## src/design/kact_pkg.sv

```systemverilog
package kact_pkg;

  // token kinds as they appear on the result channel
  typedef enum logic [3:0] {
    KIND_IDENT    = 4'd0,
    KIND_KEYWORD  = 4'd1,
    KIND_ASSIGN   = 4'd2,
    KIND_PLUS     = 4'd3,
    KIND_MINUS    = 4'd4,
    KIND_MULTIPLY = 4'd5,
    KIND_DIVIDE   = 4'd6,
    KIND_LPAREN   = 4'd7,
    KIND_RPAREN   = 4'd8,
    KIND_EOL      = 4'd9
  } kind_e;

  // kind of the pending run
  typedef enum logic [1:0] {
    MODE_NONE  = 2'd0,
    MODE_DIGIT = 2'd1,
    MODE_ALPHA = 2'd2
  } mode_e;

  localparam int unsigned KwFirstLen  = 10;
  localparam int unsigned KwSecondLen = 5;
  localparam int unsigned QueueDepth  = 4;

  // one result beat
  typedef struct packed {
    kind_e       kind;
    logic [15:0] start;
    logic [7:0]  length;
    logic        last;
  } tok_t;

  // the up to two results of one character, in delivery order
  typedef struct packed {
    logic [1:0] count;
    tok_t       first;
    tok_t       second;
  } tok_pair_t;

  // first keyword, "summonsoul"
  function automatic logic [7:0] kw_first_char(input logic [3:0] idx);
    logic [7:0] ch;
    case (idx)
      4'd0:    ch = "s";
      4'd1:    ch = "u";
      4'd2:    ch = "m";
      4'd3:    ch = "m";
      4'd4:    ch = "o";
      4'd5:    ch = "n";
      4'd6:    ch = "s";
      4'd7:    ch = "o";
      4'd8:    ch = "u";
      4'd9:    ch = "l";
      default: ch = 8'h00;
    endcase
    return ch;
  endfunction

  // second keyword, "chant"
  function automatic logic [7:0] kw_second_char(input logic [3:0] idx);
    logic [7:0] ch;
    case (idx)
      4'd0:    ch = "c";
      4'd1:    ch = "h";
      4'd2:    ch = "a";
      4'd3:    ch = "n";
      4'd4:    ch = "t";
      default: ch = 8'h00;
    endcase
    return ch;
  endfunction

  function automatic logic is_digit(input logic [7:0] c);
    return (c >= "0") && (c <= "9");
  endfunction

  function automatic logic is_alpha(input logic [7:0] c);
    return ((c >= "A") && (c <= "Z")) || ((c >= "a") && (c <= "z"));
  endfunction

  // one-character operator tokens; identifier kind means none
  function automatic kind_e single_kind(input logic [7:0] c);
    kind_e k;
    unique case (c)
      "=":     k = KIND_ASSIGN;
      "+":     k = KIND_PLUS;
      "-":     k = KIND_MINUS;
      "*":     k = KIND_MULTIPLY;
      "/":     k = KIND_DIVIDE;
      "(":     k = KIND_LPAREN;
      ")":     k = KIND_RPAREN;
      ";":     k = KIND_EOL;
      default: k = KIND_IDENT;
    endcase
    return k;
  endfunction

endpackage

```

## src/design/kact_lexer.sv

```systemverilog
module kact_lexer #(
  parameter int unsigned OFFSET_BITS   = 16,
  parameter int unsigned MAX_TOKEN_LEN = 255
) (
  input  logic                clk_i,
  input  logic                rst_ni,
  input  logic                accept_i,
  input  logic [7:0]          char_i,
  input  logic                eos_i,
  output kact_pkg::tok_pair_t pair_o
);
  import kact_pkg::*;

  localparam int unsigned LenBits = $clog2(MAX_TOKEN_LEN + 1);

  mode_e                  mode_q, mode_d;
  logic [OFFSET_BITS-1:0] start_q, start_d;
  logic [LenBits-1:0]     len_q, len_d;
  logic                   m1_q, m1_d;
  logic                   m2_q, m2_d;
  logic [OFFSET_BITS-1:0] off_q, off_d;

  logic  dig, alp, extend;
  kind_e sk;
  tok_t  tok_a, tok_b, tok_c, tok_2;
  logic  a_vld, b_vld, c_vld, second_vld;

  // narrowing helpers for the result fields
  function automatic logic [15:0] start_out(input logic [OFFSET_BITS-1:0] v);
    logic [OFFSET_BITS+15:0] w;
    w = (OFFSET_BITS + 16)'(v);
    return w[15:0];
  endfunction

  function automatic logic [7:0] len_out(input logic [LenBits-1:0] v);
    logic [LenBits+7:0] w;
    w = (LenBits + 8)'(v);
    return w[7:0];
  endfunction

  // character classes
  assign dig = is_digit(char_i);
  assign alp = is_alpha(char_i);
  assign sk  = single_kind(char_i);

  assign extend = ((mode_q == MODE_DIGIT) && dig) ||
                  ((mode_q == MODE_ALPHA) && (dig || alp));

  // run finished by this character
  always_comb begin
    a_vld       = !extend && (mode_q != MODE_NONE);
    tok_a.kind  = ((mode_q == MODE_ALPHA) &&
                   ((m1_q && (len_q == LenBits'(KwFirstLen))) ||
                    (m2_q && (len_q == LenBits'(KwSecondLen)))))
                  ? KIND_KEYWORD : KIND_IDENT;
    tok_a.start  = start_out(start_q);
    tok_a.length = len_out(len_q);
    tok_a.last   = 1'b0;
  end

  // pending run after this character, before the end-of-source flush
  always_comb begin
    mode_d  = mode_q;
    start_d = start_q;
    len_d   = len_q;
    m1_d    = m1_q;
    m2_d    = m2_q;
    b_vld   = 1'b0;
    if (extend) begin
      if (len_q >= LenBits'(MAX_TOKEN_LEN)) begin
        len_d = LenBits'(MAX_TOKEN_LEN);
        m1_d  = 1'b0;
        m2_d  = 1'b0;
      end else begin
        m1_d  = m1_q && (len_q < LenBits'(KwFirstLen)) &&
                (kw_first_char(len_q[3:0]) == char_i);
        m2_d  = m2_q && (len_q < LenBits'(KwSecondLen)) &&
                (kw_second_char(len_q[3:0]) == char_i);
        len_d = len_q + LenBits'(1);
      end
    end else if (dig || alp) begin
      mode_d  = dig ? MODE_DIGIT : MODE_ALPHA;
      start_d = off_q;
      len_d   = LenBits'(1);
      m1_d    = (char_i == kw_first_char(4'd0));
      m2_d    = (char_i == kw_second_char(4'd0));
    end else begin
      mode_d = MODE_NONE;
      len_d  = '0;
      m1_d   = 1'b0;
      m2_d   = 1'b0;
      b_vld  = (sk != KIND_IDENT);
    end
  end

  // operator token and end-of-source flush
  always_comb begin
    tok_b.kind   = sk;
    tok_b.start  = start_out(off_q);
    tok_b.length = 8'd1;
    tok_b.last   = 1'b1;

    c_vld        = eos_i && (mode_d != MODE_NONE);
    tok_c.kind   = ((mode_d == MODE_ALPHA) &&
                    ((m1_d && (len_d == LenBits'(KwFirstLen))) ||
                     (m2_d && (len_d == LenBits'(KwSecondLen)))))
                   ? KIND_KEYWORD : KIND_IDENT;
    tok_c.start  = start_out(start_d);
    tok_c.length = len_out(len_d);
    tok_c.last   = 1'b1;
  end

  // order the results: finished run first
  always_comb begin
    second_vld  = b_vld || c_vld;
    tok_2       = b_vld ? tok_b : tok_c;
    pair_o      = '0;
    if (a_vld) begin
      pair_o.first      = tok_a;
      pair_o.first.last = !second_vld;
      pair_o.second     = tok_2;
      pair_o.count      = second_vld ? 2'd2 : 2'd1;
    end else begin
      pair_o.first  = tok_2;
      pair_o.second = tok_2;
      pair_o.count  = second_vld ? 2'd1 : 2'd0;
    end
    pair_o.count = accept_i ? pair_o.count : 2'd0;
  end

  assign off_d = eos_i ? '0 : off_q + OFFSET_BITS'(1);

  // run and offset state
  always_ff @(posedge clk_i or negedge rst_ni) begin
    if (!rst_ni) begin
      mode_q  <= MODE_NONE;
      start_q <= '0;
      len_q   <= '0;
      m1_q    <= 1'b0;
      m2_q    <= 1'b0;
      off_q   <= '0;
    end else if (accept_i) begin
      mode_q  <= eos_i ? MODE_NONE : mode_d;
      start_q <= start_d;
      len_q   <= eos_i ? '0 : len_d;
      m1_q    <= eos_i ? 1'b0 : m1_d;
      m2_q    <= eos_i ? 1'b0 : m2_d;
      off_q   <= off_d;
    end
  end

endmodule

```

## src/design/kact_outq.sv

```systemverilog
module kact_outq (
  input  logic                clk_i,
  input  logic                rst_ni,
  input  kact_pkg::tok_pair_t pair_i,
  output logic                full_o,
  output logic                valid_o,
  input  logic                stall_i,
  output kact_pkg::tok_t      tok_o
);
  import kact_pkg::*;

  localparam int unsigned PtrBits = $clog2(QueueDepth);

  tok_t               mem_q [QueueDepth];
  logic [PtrBits-1:0] wr_q, wr_d, rd_q, rd_d;
  logic [PtrBits:0]   cnt_q, cnt_d;
  logic               pop;

  assign valid_o = (cnt_q != '0);
  assign tok_o   = mem_q[rd_q];
  assign pop     = valid_o && !stall_i;
  // room for two beats is needed before a character is taken
  assign full_o  = (cnt_q > (PtrBits + 1)'(QueueDepth - 2));

  // pointer and fill count update
  always_comb begin
    wr_d  = wr_q + PtrBits'(pair_i.count);
    rd_d  = rd_q + PtrBits'(pop);
    cnt_d = cnt_q + (PtrBits + 1)'(pair_i.count) - (PtrBits + 1)'(pop);
  end

  always_ff @(posedge clk_i or negedge rst_ni) begin
    if (!rst_ni) begin
      wr_q  <= '0;
      rd_q  <= '0;
      cnt_q <= '0;
    end else begin
      wr_q  <= wr_d;
      rd_q  <= rd_d;
      cnt_q <= cnt_d;
    end
  end

  // entry storage, up to two writes a cycle
  always_ff @(posedge clk_i) begin
    if (pair_i.count != 2'd0) begin
      mem_q[wr_q] <= pair_i.first;
    end
    if (pair_i.count == 2'd2) begin
      mem_q[wr_q + PtrBits'(1)] <= pair_i.second;
    end
  end

endmodule

```

## src/design/keyword_aware_char_tokenizer.sv

```systemverilog
// Character tokenizer with keyword marking.
// Input channel: one source character per beat (char_code_i, end_of_source_i)
// under in_valid_i / in_stall_o. Output channel: one token per beat
// (token_kind_o, token_start_o, token_length_o, last_of_run_o) under
// out_valid_o / out_stall_i; last_of_run_o marks the final token a character
// caused. A character yields zero, one or two tokens.
// Tokens are registered in the output queue before they reach the port.
// One character per cycle while each yields at most one token and the
// receiver does not stall; a character with two tokens leaves its second
// token in a four-beat output queue. in_stall_o rises when the queue holds
// three or more tokens, i.e. it cannot absorb a two-token character.
// A stalled receiver holds the current token on the port unchanged; the
// queue then fills and stalls the input.
// Reset clears the pending run, the character offset and the queue; the
// first character after reset, or after an end-of-source beat, is offset 0.
module keyword_aware_char_tokenizer #(
  parameter int unsigned OFFSET_BITS   = 16,
  parameter int unsigned MAX_TOKEN_LEN = 255
) (
  input  logic        clk_i,
  input  logic        rst_ni,
  input  logic        in_valid_i,
  output logic        in_stall_o,
  input  logic [7:0]  char_code_i,
  input  logic        end_of_source_i,
  output logic        out_valid_o,
  input  logic        out_stall_i,
  output logic [3:0]  token_kind_o,
  output logic [15:0] token_start_o,
  output logic [7:0]  token_length_o,
  output logic        last_of_run_o
);
  import kact_pkg::*;

  logic      accept;
  logic      full;
  tok_pair_t pair;
  tok_t      head;

  assign in_stall_o = full;
  assign accept     = in_valid_i && !full;

  // classification and run tracking
  kact_lexer #(
    .OFFSET_BITS  (OFFSET_BITS),
    .MAX_TOKEN_LEN(MAX_TOKEN_LEN)
  ) u_lexer (
    .clk_i   (clk_i),
    .rst_ni  (rst_ni),
    .accept_i(accept),
    .char_i  (char_code_i),
    .eos_i   (end_of_source_i),
    .pair_o  (pair)
  );

  // result queue
  kact_outq u_outq (
    .clk_i  (clk_i),
    .rst_ni (rst_ni),
    .pair_i (pair),
    .full_o (full),
    .valid_o(out_valid_o),
    .stall_i(out_stall_i),
    .tok_o  (head)
  );

  assign token_kind_o   = head.kind;
  assign token_start_o  = head.start;
  assign token_length_o = head.length;
  assign last_of_run_o  = head.last;

endmodule

```

## config.mk

```make
export PLATFORM = sky130hd
export DESIGN_NAME = keyword_aware_char_tokenizer
export DESIGN_NICKNAME = d
export VERILOG_FILES = /design/src/design/kact_pkg.sv /design/src/design/kact_lexer.sv /design/src/design/kact_outq.sv /design/src/design/keyword_aware_char_tokenizer.sv
export SDC_FILE = /design/constraint.sdc
export NUM_CORES = 1
export LEC_CHECK = 0
export ABC_AREA = 1
export BUFFER_PORTS_ARGS = -buffer_cell sky130_fd_sc_hd__buf_2
export CORE_MARGIN = 8
export CORE_UTILIZATION = 45
export CTS_CLUSTER_DIAMETER = 30
export DETAILED_ROUTE_END_ITERATION = 6
export PLACE_DENSITY = 0.64
export SYNTH_ARGS = -nofsm -noshare
export SYNTH_HDL_FRONTEND = slang
export SYNTH_SLANG_ARGS = --single-unit
```

## constraint.sdc

```tcl
create_clock -name clk_i -period 4.48 [get_ports clk_i]
set_clock_uncertainty 0.15 [all_clocks]
set_input_delay 0 -clock clk_i [delete_from_list [all_inputs] [get_ports clk_i]]
set_output_delay 0 -clock clk_i [all_outputs]
set_load 0.005 [all_outputs]
```

==> impl_metrics.yaml, run 1 <==
status:
  status: "finished clean"
critical_path:
  arrival_ns: 3.86
  critPathSlowestCell: "clkinv_1"
  r2r_start: "u_lexer.mode_q[0]$_DFFE_PN0P_"
  path_depth: 19
  crit_chain: "dlygate4sd3_1, buf_2, nand2_2, nor2_1, inv_1, nor3_1, a21oi_1, nand2_2, nor2_2, nand2_1, ha_1, inv_1, nor2_1, nor2_1, inv_1, nand2_1, clkinv_1, nand3_1, nand2_1"
  crit_required_ns: 4.50
  critPathLaunch: "char_code_i[5]"
  r2r_slack_ns: 1.04
  critPathMaxFanout: 18
  worst_path_largest_cell_delay_ns: 0.69
  end_kind: "flop"
  worst-setup-path-type: "input port to flop"
  crit_family: "buffers and inverters"
  cp-start-kind: "input port"
  crit_buf_inv: 6
  worst-r2r-cell-count: 13
synth:
  synth_cell_types: 39
  post_synth.cell_area_avg_um2: 8.09
  yosys.area.top_type: "edfxtp_1"
  synth_cells: 1198
  syn_area_um2: 9690
  seq_area_frac_synth_pct: 48.7
  yosys-top-cells-count: "nand2_1, nor2_1, o21ai_0, nand3_1, edfxtp_1"
  synth-edff-count: 112
  async_flop_share_pct: 30.5
  yosys_warnings: 0
  synth-main-ff-cell: "edfxtp_1"
  ys_ff_latch: 167
  yosys.area.top_type_share_pct: 34.7
  yosysMostFrequentCell: "nand2_1"
  synth_nets: 1224
  synthTopCellsByArea: "edfxtp_1, dfrtp_1, nand2_1"
worst_hold_path:
  min_from: "char_code_i[3]"
  whs_path_depth: 6
  holdCritPathClass: "input port to flop"
global_route:
  overflow: 0
  antenna_found_initial: 0
  gr-usage-all-layers_pct: 20.2
  grt_pass1_vias: 7848
  grtUsageMet2_pct: 31.2
  grt_pass1_wl_mm: 42.7
  grt_max_degree: 60
  grt_use_met1_pct: 28.3
  grtUsageMet3_pct: 4.02
  busiest_layer: "met2"
timing:
  fin_crit_ns: 3.84
  hold_violations: 0
  worstMarginPinSlew_ns: 1.00
  timing.fmax_mhz: 261
  setup_viol: 0
  fin_setup_tns_ns: 0
  slew_violations: 0
  rsz0062_at_grt: "no"
  setup_slack_ns: 0.642
  min_period_over_period_pct: 85.7
  slew_headroom_pct: 32.8
pwr:
  ir_drop_uv: 297
  p_leak_uw: 0.00448
  powerDensity_nw_per_um2: 535
  totalPowerFinal_uw: 5780
finish:
  antenna-diode-count: 0
  drive_gt1_share_pct: 11.4
  synthToLayoutAreaGrowth_pct: 11.5
  nNetsFinal: 1260
floorplan:
  fp.dieH_um: 163
  placementRows: 53
  start_util_pct: 45.9
  die_area_um2: 26500
  core_area_um2: 21100
  io_pins: 44
  die_w_um: 163
place:
  dp.final_hpwl_mm: 18.1
  gp_congestion: 0.893
  numPortBuffers: 43
  post-place-ws_ns: 0.863
clock_tree:
  path_clk_slew_ns: 0.06
  clk_latency_ns: 0.43
  cts_sinks: 167
  clock_path_buffers: 2
  post_cts_buffers: 0
  root_buffer: "clkbuf_16"
  cts_inserted_buffers: 17
  cts-htree-levels: 4
  cts_tree: "yes"
  ctsResizeCount: 0
routing:
  drcViolationCount: 0
  first_pass_iters: 5
  wl_per_cell_um: 17.1
  wl_mm: 26.0
  vias_per_cell: 5.47
  drt_iter0_drc: 604
  num_vias: 8320
  postRouteAntennaNets: 0
flow_run:
  cap_violations: 0
## stage by stage
step           instance area, um^2  util, %  cells  hold WS (ns)
2_1_floorplan                 9690        -   1198        -0.446
3_3_place_gp                 10100     48.1   1483        0.0296
3_5_place_dp                 10100     48.1   1483        0.0248
4_1_cts                      10800     51.2   1522       0.00357
5_1_grt                      10800     51.2   1522        0.0860
6_report                     10800     51.2   1522        0.0295
## metal layers
layer / vias up / share of wire, %
li1: 4152 / -
met1: 3883 / 48
met2: 260 / 45
met3: 25 / 6.3
met4: 0 / 1.3
met5: - / 0
## path summary, 6_finish.rpt
check,to
max in group asynchronous,u_lexer.start_q[0]$_DFFE_PN0P_
min in group asynchronous,u_lexer.len_q[0]$_DFFE_PN0P_
worst min register to register,u_lexer.start_q[7]$_DFFE_PN0P_
worst max register to register,u_outq.mem_q[0][15]$_DFFE_PP_
worst min-delay path,u_lexer.mode_q[0]$_DFFE_PN0P_
worst max-delay path,u_outq.mem_q[0][15]$_DFFE_PP_
## power by group
part           switching, uW  internal (uW)  total, uW
logic                   1580            703       2280
registers                127           1880       2010
clock network            611            874       1490
total                   2320           3460       5780
## state kept, by name, summed over array words and instances (netlist names)
signal and cells:
u_lexer.mode_q 2, u_outq.rd_q 2, u_lexer.len_q 8, u_lexer.m1_q 1, u_lexer.start_q 16, u_outq.mem_q 116
u_lexer.m2_q 1, u_outq.wr_q 2, u_outq.cnt_q 3, u_lexer.off_q 16
## what timing repair did
action / 4_1_cts / 5_1_grt
endpoints found under the setup margin: 0 / 0
hold endpoints to repair: 65 / 0
hold buffers: 7 / 0
## worst register-to-register path, delay by kind of cell (launching register included)
family,cells,cell delay [ns]
flops,1,0.40
simple gates,8,1.42
buf+inv,3,0.85
compound gates,1,0.07
fa+ha+maj,1,0.31
## area by class of cell
cell class              instances  area, um^2
multi-input cells             873        4300
clock buffers                  19         433
repair buffers                 68         445
flip-flops and latches        167        4720
well taps                     275         344
clock inverters                13         154
fillers                      1994       10300
inverters                     107         402
## cell families (layout without fill, tap and decap cells)
kind of cell / Yosys count / count (layout) / share of synthesized area, %
AOI/OAI and AO/OA: 229 / 229 / 14.3
and+or+nand+nor: 625 / 625 / 27.9
xor gates and xnor gates: 6 / 6 / 0.542
DFF: 167 / 167 / 48.7
buffers and inverters: 158 / 207 / 6.87
adders and majority gates: 13 / 13 / 1.76
## placed cells by master, fill, tap and decap left out, types with 2 or more instances in the layout
cell type / instances
nand2_1: 328
nand2_2: 17
o211ai_4: 7
inv_6: 2
o22ai_1: 63
buf_12: 2
nand3_1: 115
clkinvlp_4: 2
clkbuf_1: 2
buf_2: 43
ha_1: 12
clkinv_2: 2
o21ai_1: 2
nor3_1: 13
nand3_2: 10
nor4_1: 2
bufinv_16: 3
nor2_2: 5
o21ai_0: 117
nand4_1: 11
dfrtp_1: 51
nor2_1: 117
clkinv_1: 9
buf_4: 16
dlygate4sd3_1: 7
a21oi_1: 26
nor3b_1: 3
clkbuf_16: 17
inv_2: 8
o211ai_1: 10
xor2_1: 5
inv_1: 92
dfxtp_1: 4
edfxtp_1: 112
(Power assumes the default switching activity.)
==> inputs of run 2 (changes only) <==
Settings changed: ABC_AREA 1 to default, PLACE_DENSITY 0.64 to 0.65.
==> impl_metrics.yaml, run 2 <==
status:
  status: "finished clean"
finish:
  layout_commonest_cell: "edfxtp_1"
  synthToLayoutAreaGrowth_pct: 12.8
  drive_gt1_share_pct: 21.0
  largestRegisters: "u_outq.mem_q (116), u_lexer.off_q (16), u_lexer.start_q (16)"
  fillers: 1666
  largest_reg_flops: 116
  final_cell_mix: "edfxtp_1, a22o_1, nand2_1, dfrtp_1, nor2_1"
  antenna-diode-count: 0
  regMostFlops: "u_outq.mem_q"
  nNetsFinal: 781
timing:
  hold_violations: 0
  worstMarginPinSlew_ns: 0.762
  min_period_over_period_pct: 90.4
  holdWs_ns: 0.0466
  setup_viol: 0
  slew_violations: 0
  fin_crit_ns: 4.05
  slew_headroom_pct: 48.6
  rsz0062_at_grt: "no"
  timing.fmax_mhz: 247
  fin_setup_tns_ns: 0
synth:
  syn_area_um2: 8690
  yosys_warnings: 0
  async_flop_share_pct: 30.5
  synth_cells: 725
  synth-main-ff-cell: "edfxtp_1"
  post_synth.cell_area_avg_um2: 12.0
  yosysMostFrequentCell: "edfxtp_1"
  seq_area_frac_synth_pct: 54.3
  ys_ff_latch: 167
  yosys-top-cells-count: "edfxtp_1, a22o_1, nand2_1, dfrtp_1, nor2_1"
  yosys.area.top_type_share_pct: 38.7
  yosys.area.top_type: "edfxtp_1"
  synth_nets: 751
  synth-edff-count: 112
  synth_cell_types: 67
  synthTopCellsByArea: "edfxtp_1, dfrtp_1, mux4_2"
critical_path:
  arrival_ns: 4.02
  crit_required_ns: 4.45
  crit_chain: "dlygate4sd3_1, buf_2, and4bb_1, nand2_1, or2_1, a22oi_4, inv_2, ha_1, o21ai_1, nor3_1, nor2_1, inv_1, buf_4"
  cp-start-kind: "input port"
  worst-setup-path-type: "input port to flop"
  critPathSlowestCell: "dlygate4sd3_1"
  end_kind: "flop"
  crit_buf_inv: 5
  worst_path_largest_cell_delay_ns: 0.53
  critPathMaxFanout: 14
  crit_family: "buffers and inverters"
routing:
  first_pass_iters: 5
  wl_mm: 21.1
  drt_iter0_drc: 544
  postRouteAntennaNets: 0
  vias_per_cell: 5.93
  drcViolationCount: 0
  num_vias: 6121
  wl_per_cell_um: 20.4
pwr:
  pwr-share-clk_pct: 30.4
  combPwrFrac_pct: 28.1
  p_sw_share_pct: 31.6
  powerDensity_nw_per_um2: 494
  ir_drop_uv: 240
  p_int_uw: 3310
  seqPwrFrac_pct: 41.5
  p_switching_uw: 1530
  p_leak_uw: 0.00355
floorplan:
  start_util_pct: 45.2
  core_area_um2: 19200
  io_pins: 44
  die_w_um: 155
  fp.dieH_um: 155
  die_area_um2: 24000
  placementRows: 51
clock_tree:
  cts-htree-levels: 4
  path_clk_slew_ns: 0.06
  root_buffer: "clkbuf_16"
  post_cts_buffers: 0
  cts_inserted_buffers: 17
  clk_latency_ns: 0.42
  clock_path_buffers: 2
  cts_tree: "yes"
  cts_sinks: 167
place:
  numPortBuffers: 43
  gp_congestion: 0.908
  dp.final_hpwl_mm: 14.8
global_route:
  grt_pass1_wl_mm: 33.6
  gr-usage-all-layers_pct: 18.0
  grt_max_degree: 52
  overflow: 0
  grt_pass1_vias: 6104
  antenna_found_initial: 0
flow_run:
  cap_violations: 0
worst_hold_path:
  holdCritPathClass: "input port to flop"
## run 2: cell count changes in the layout (fill, tap and decap cells not counted), moves of 65 or more
cell and delta:
nand2_1 -264, inv_1 -74, a22o_1 +65, nand3_1 -99, o21ai_0 -85, nor2_1 -70
## run 2: worst paths after layout
path	from	end	slack [ns]	cells past startpoint
min reg2reg	u_outq.mem_q[1][0]$_SDFFE_PP1N_	u_outq.mem_q[1][0]$_SDFFE_PP1N_	0.32	1
min	char_code_i[4]	u_lexer.m2_q$_DFFE_PN0P_	0.05	4
min in group asynchronous	rst_ni	u_lexer.len_q[1]$_DFFE_PN0P_	0.08	3
max in group asynchronous	rst_ni	u_outq.rd_q[0]$_DFF_PN0_	3.61	3
max reg2reg	u_lexer.mode_q[1]$_DFFE_PN0P_	u_outq.mem_q[0][21]$_DFFE_PP_	0.72	9
max	char_code_i[7]	u_outq.mem_q[0][21]$_DFFE_PP_	0.43	13
## run 2: through the flow
step / power [uW] / cells / instance area, um^2 / setup WS, ns / utilization, %
2_1_floorplan: 2920 / 725 / 8690 / 0.860 / -
3_3_place_gp: 3380 / 996 / 9140 / 0.795 / 47.6
3_5_place_dp: 3420 / 996 / 9140 / 0.590 / 47.6
4_1_cts: 4890 / 1033 / 9800 / 0.509 / 51.0
5_1_grt: 5080 / 1033 / 9800 / 0.157 / 51.0
6_report: 4840 / 1033 / 9800 / 0.430 / 51.0
## run 2: repair_timing
action / CTS / global route
gates resized for setup: 0 / 0
hold buffers: 5 / 0
setup endpoints to repair: 0 / 0
hold endpoints to repair: 63 / 0
## run 2: per-layer routing
metal	part of all wire (%)	track usage, %	wire [um]	vias to the layer above
met5	0	0	0	-
met4	2.3	7.14	480	0
met3	6.1	2.66	1280	38
met2	47	28.6	9810	236
met1	45	24.5	9490	3054
li1	-	-	-	2793
## run 2: layout make-up
type,instances,area (um^2),area share [%]
sequential,167,4720,48.2
multi-input combinational,485,3660,37.4
clock buffer,24,537,5.48
timing repair buffer,65,405,4.14
tap,265,332,3.38
clock inverter,8,73.8,0.753
inverter,19,71.3,0.728
## run 2: power by group through the flow
stage / Clock [uW] / Combinational [uW] / Sequential [uW]
after global placement: 0 / 1360 / 2030
after global routing: 1540 / 1500 / 2030
after detailed placement: 0 / 1380 / 2040
final: 1470 / 1360 / 2010
after floorplan: 0 / 963 / 1950
after CTS: 1490 / 1390 / 2010
## run 2: logic make-up after synthesis
kind of cell,Yosys count,synth area share (%)
compound gates,184,15.3
xor+xnor,24,2.42
fa+ha+maj,13,1.96
buf+inv,73,3.54
flops,167,54.3
mux,47,9.82
simple gates,217,12.7
## run 2: worst register-to-register path: stages (launching register included)
cell,delay [ns]
dfrtp_1,0.49
or2_1,0.31
a22oi_4,0.29
inv_2,0.19
ha_1,0.42
o21ai_1,0.14
nor3_1,0.47
nor2_1,0.26
inv_1,0.43
buf_4,0.31
==> inputs of run 3 (changes only) <==
Settings changed: PLACE_DENSITY 0.65 to default, PLACE_DENSITY_LB_ADDON from default to 0.15.
==> impl_metrics.yaml, run 3 (synthesis results as in run 2) <==
timing:
  worstMarginPinSlew_ns: 0.869
  fin_crit_ns: 3.91
  fin_setup_tns_ns: 0
  hold_violations: 0
  holdWs_ns: 0.0274
  min_period_over_period_pct: 87.3
  slew_violations: 0
  timing.fmax_mhz: 256
  rsz0062_at_grt: "no"
  setup_viol: 0
  slew_headroom_pct: 41.9
  setup_slack_ns: 0.568
clock_tree:
  clock_path_buffers: 2
  cts_sinks: 167
  cts-htree-levels: 4
  clk_latency_ns: 0.43
  root_buffer: "clkbuf_16"
  path_clk_slew_ns: 0.07
  post_cts_buffers: 0
  cts_tree: "yes"
  cts_inserted_buffers: 17
critical_path:
  endpoint: "u_outq.mem_q[2][11]$_DFFE_PP_"
  r2r_end: "u_outq.mem_q[2][11]$_DFFE_PP_"
  arrival_ns: 4.06
  cp-start-kind: "input port"
  critPathMaxFanout: 14
  crit_family: "simple AND/OR/NAND/NOR gates"
  worst_path_largest_cell_delay_ns: 0.52
  crit_required_ns: 4.63
  end_kind: "flop"
  crit_chain: "dlygate4sd3_1, buf_2, and4bb_1, nand2_1, or2_1, a22oi_4, inv_2, ha_1, or3_1, and2_1, o22ai_2, buf_4, a22o_1"
  r2r_start: "u_lexer.mode_q[1]$_DFFE_PN0P_"
  critPathSlowestCell: "dlygate4sd3_1"
  worst-r2r-cell-count: 9
  critPathLaunch: "char_code_i[7]"
  r2r_slack_ns: 0.83
  path_depth: 13
  crit_buf_inv: 4
  worst-setup-path-type: "input port to flop"
place:
  gp_congestion: 0.874
  post-place-ws_ns: 0.674
  numPortBuffers: 43
  dp.final_hpwl_mm: 14.6
floorplan:
  io_pins: 44
  placementRows: 51
  core_area_um2: 19200
  start_util_pct: 45.2
  fp.dieH_um: 155
  die_w_um: 155
  die_area_um2: 24000
global_route:
  grt_pass1_vias: 6082
  grt_max_degree: 52
  gr-usage-all-layers_pct: 19.0
  grtUsageMet2_pct: 29.5
  busiest_layer: "met2"
  grt_use_met1_pct: 26.9
  grtUsageMet3_pct: 3.44
  grt_pass1_wl_mm: 35.3
  antenna_found_initial: 0
  overflow: 0
finish:
  layout_commonest_cell: "edfxtp_1"
  final_cell_mix: "edfxtp_1, a22o_1, nand2_1, dfrtp_1, nor2_1"
  largest_reg_flops: 116
  nNetsFinal: 780
  regMostFlops: "u_outq.mem_q"
  synthToLayoutAreaGrowth_pct: 11.9
  drive_gt1_share_pct: 20.6
  largestRegisters: "u_outq.mem_q (116), u_lexer.off_q (16), u_lexer.start_q (16)"
  antenna-diode-count: 0
worst_hold_path:
  holdCritPathClass: "input port to flop"
pwr:
  seqPwrFrac_pct: 42.3
  combPwrFrac_pct: 28.3
  powerDensity_nw_per_um2: 492
  p_switching_uw: 1560
  p_leak_uw: 0.00350
  p_int_uw: 3230
  pwr-share-clk_pct: 29.4
  p_sw_share_pct: 32.6
  ir_drop_uv: 315
routing:
  wl_mm: 21.8
  vias_per_cell: 5.91
  drcViolationCount: 0
  wl_per_cell_um: 21.1
  postRouteAntennaNets: 0
  first_pass_iters: 5
  drt_iter0_drc: 501
  num_vias: 6100
status:
  status: "finished clean"
flow_run:
  cap_violations: 0
run 3: cell count changes in the layout (fill, tap and decap cells not counted):
cell | before | now
clkinv_4 | 3 | 2
buf_12 | 1 | 0
clkinv_2 | 1 | 2
clkbuf_1 | 1 | 3
clkbuf_16 | 20 | 17
clkbuf_2 | 1 | 0
bufinv_16 | 0 | 1
clkinvlp_4 | 0 | 2
clkbuf_8 | 2 | 0
inv_6 | 1 | 4
inv_8 | 3 | 1
run 3: power by group through the flow:
stage	clock network (uW)	logic, uW	registers (uW)
final	1410	1350	2030
after global routing	1490	1490	2060
after CTS	1430	1380	2030
after detailed placement	0	1380	2060
after global placement	0	1350	2050
after floorplan	0	963	1950
run 3: routing by layer:
metal  share of wire, %  vias to the layer above
met2                 46                      198
met1                 48                     3080
li1                   -                     2803
met5                  0                        -
met3                4.3                       19
met4                1.0                        0
run 3: through the flow:
stage	instances	cell area, um^2	util (%)	power (uW)
2_1_floorplan	725	8690	-	2920
4_1_cts	1032	9730	50.6	4850
5_1_grt	1032	9730	50.6	5050
3_3_place_gp	995	9120	47.5	3400
3_5_place_dp	995	9120	47.5	3440
6_report	1032	9730	50.6	4790
run 3: timing repair:
action / 4_1_cts / 5_1_grt
gates resized for setup: 0 / 0
hold buffers: 5 / 0
hold endpoints to repair: 65 / 0
endpoints found under the setup margin: 0 / 0
run 3: layout make-up:
class	instances	area, um^2
multi-input combinational	485	3660
clock inverter	12	119
clock buffer	20	437
sequential	167	4720
tap	265	332
fill	1691	9480
inverter	19	71.3
timing repair buffer	64	385
run 3: worst min-delay path, stage by stage:
cell	delay, ns
buf_2	0.16
nor3_1	0.07
a31oi_1	0.21
o21ai_0	0.12
run 3: how the worst min path moves through the flow:
| stage | startpoint | end | slack [ns] | cells after the start |
|---|---|---|---|---|
| after floorplan | rst_ni | u_lexer.len_q[0]$_DFFE_PN0P_ | -0.45 | 0 |
| after global placement | rst_ni | u_lexer.m1_q$_DFFE_PN0P_ | 0.02 | 2 |
| after detailed placement | rst_ni | u_lexer.m1_q$_DFFE_PN0P_ | 0.02 | 2 |
| after CTS | char_code_i[4] | u_lexer.m2_q$_DFFE_PN0P_ | 0.006 | 4 |
| after global routing | char_code_i[4] | u_lexer.m2_q$_DFFE_PN0P_ | 0.04 | 4 |
| final | char_code_i[4] | u_lexer.m2_q$_DFFE_PN0P_ | 0.03 | 4 |
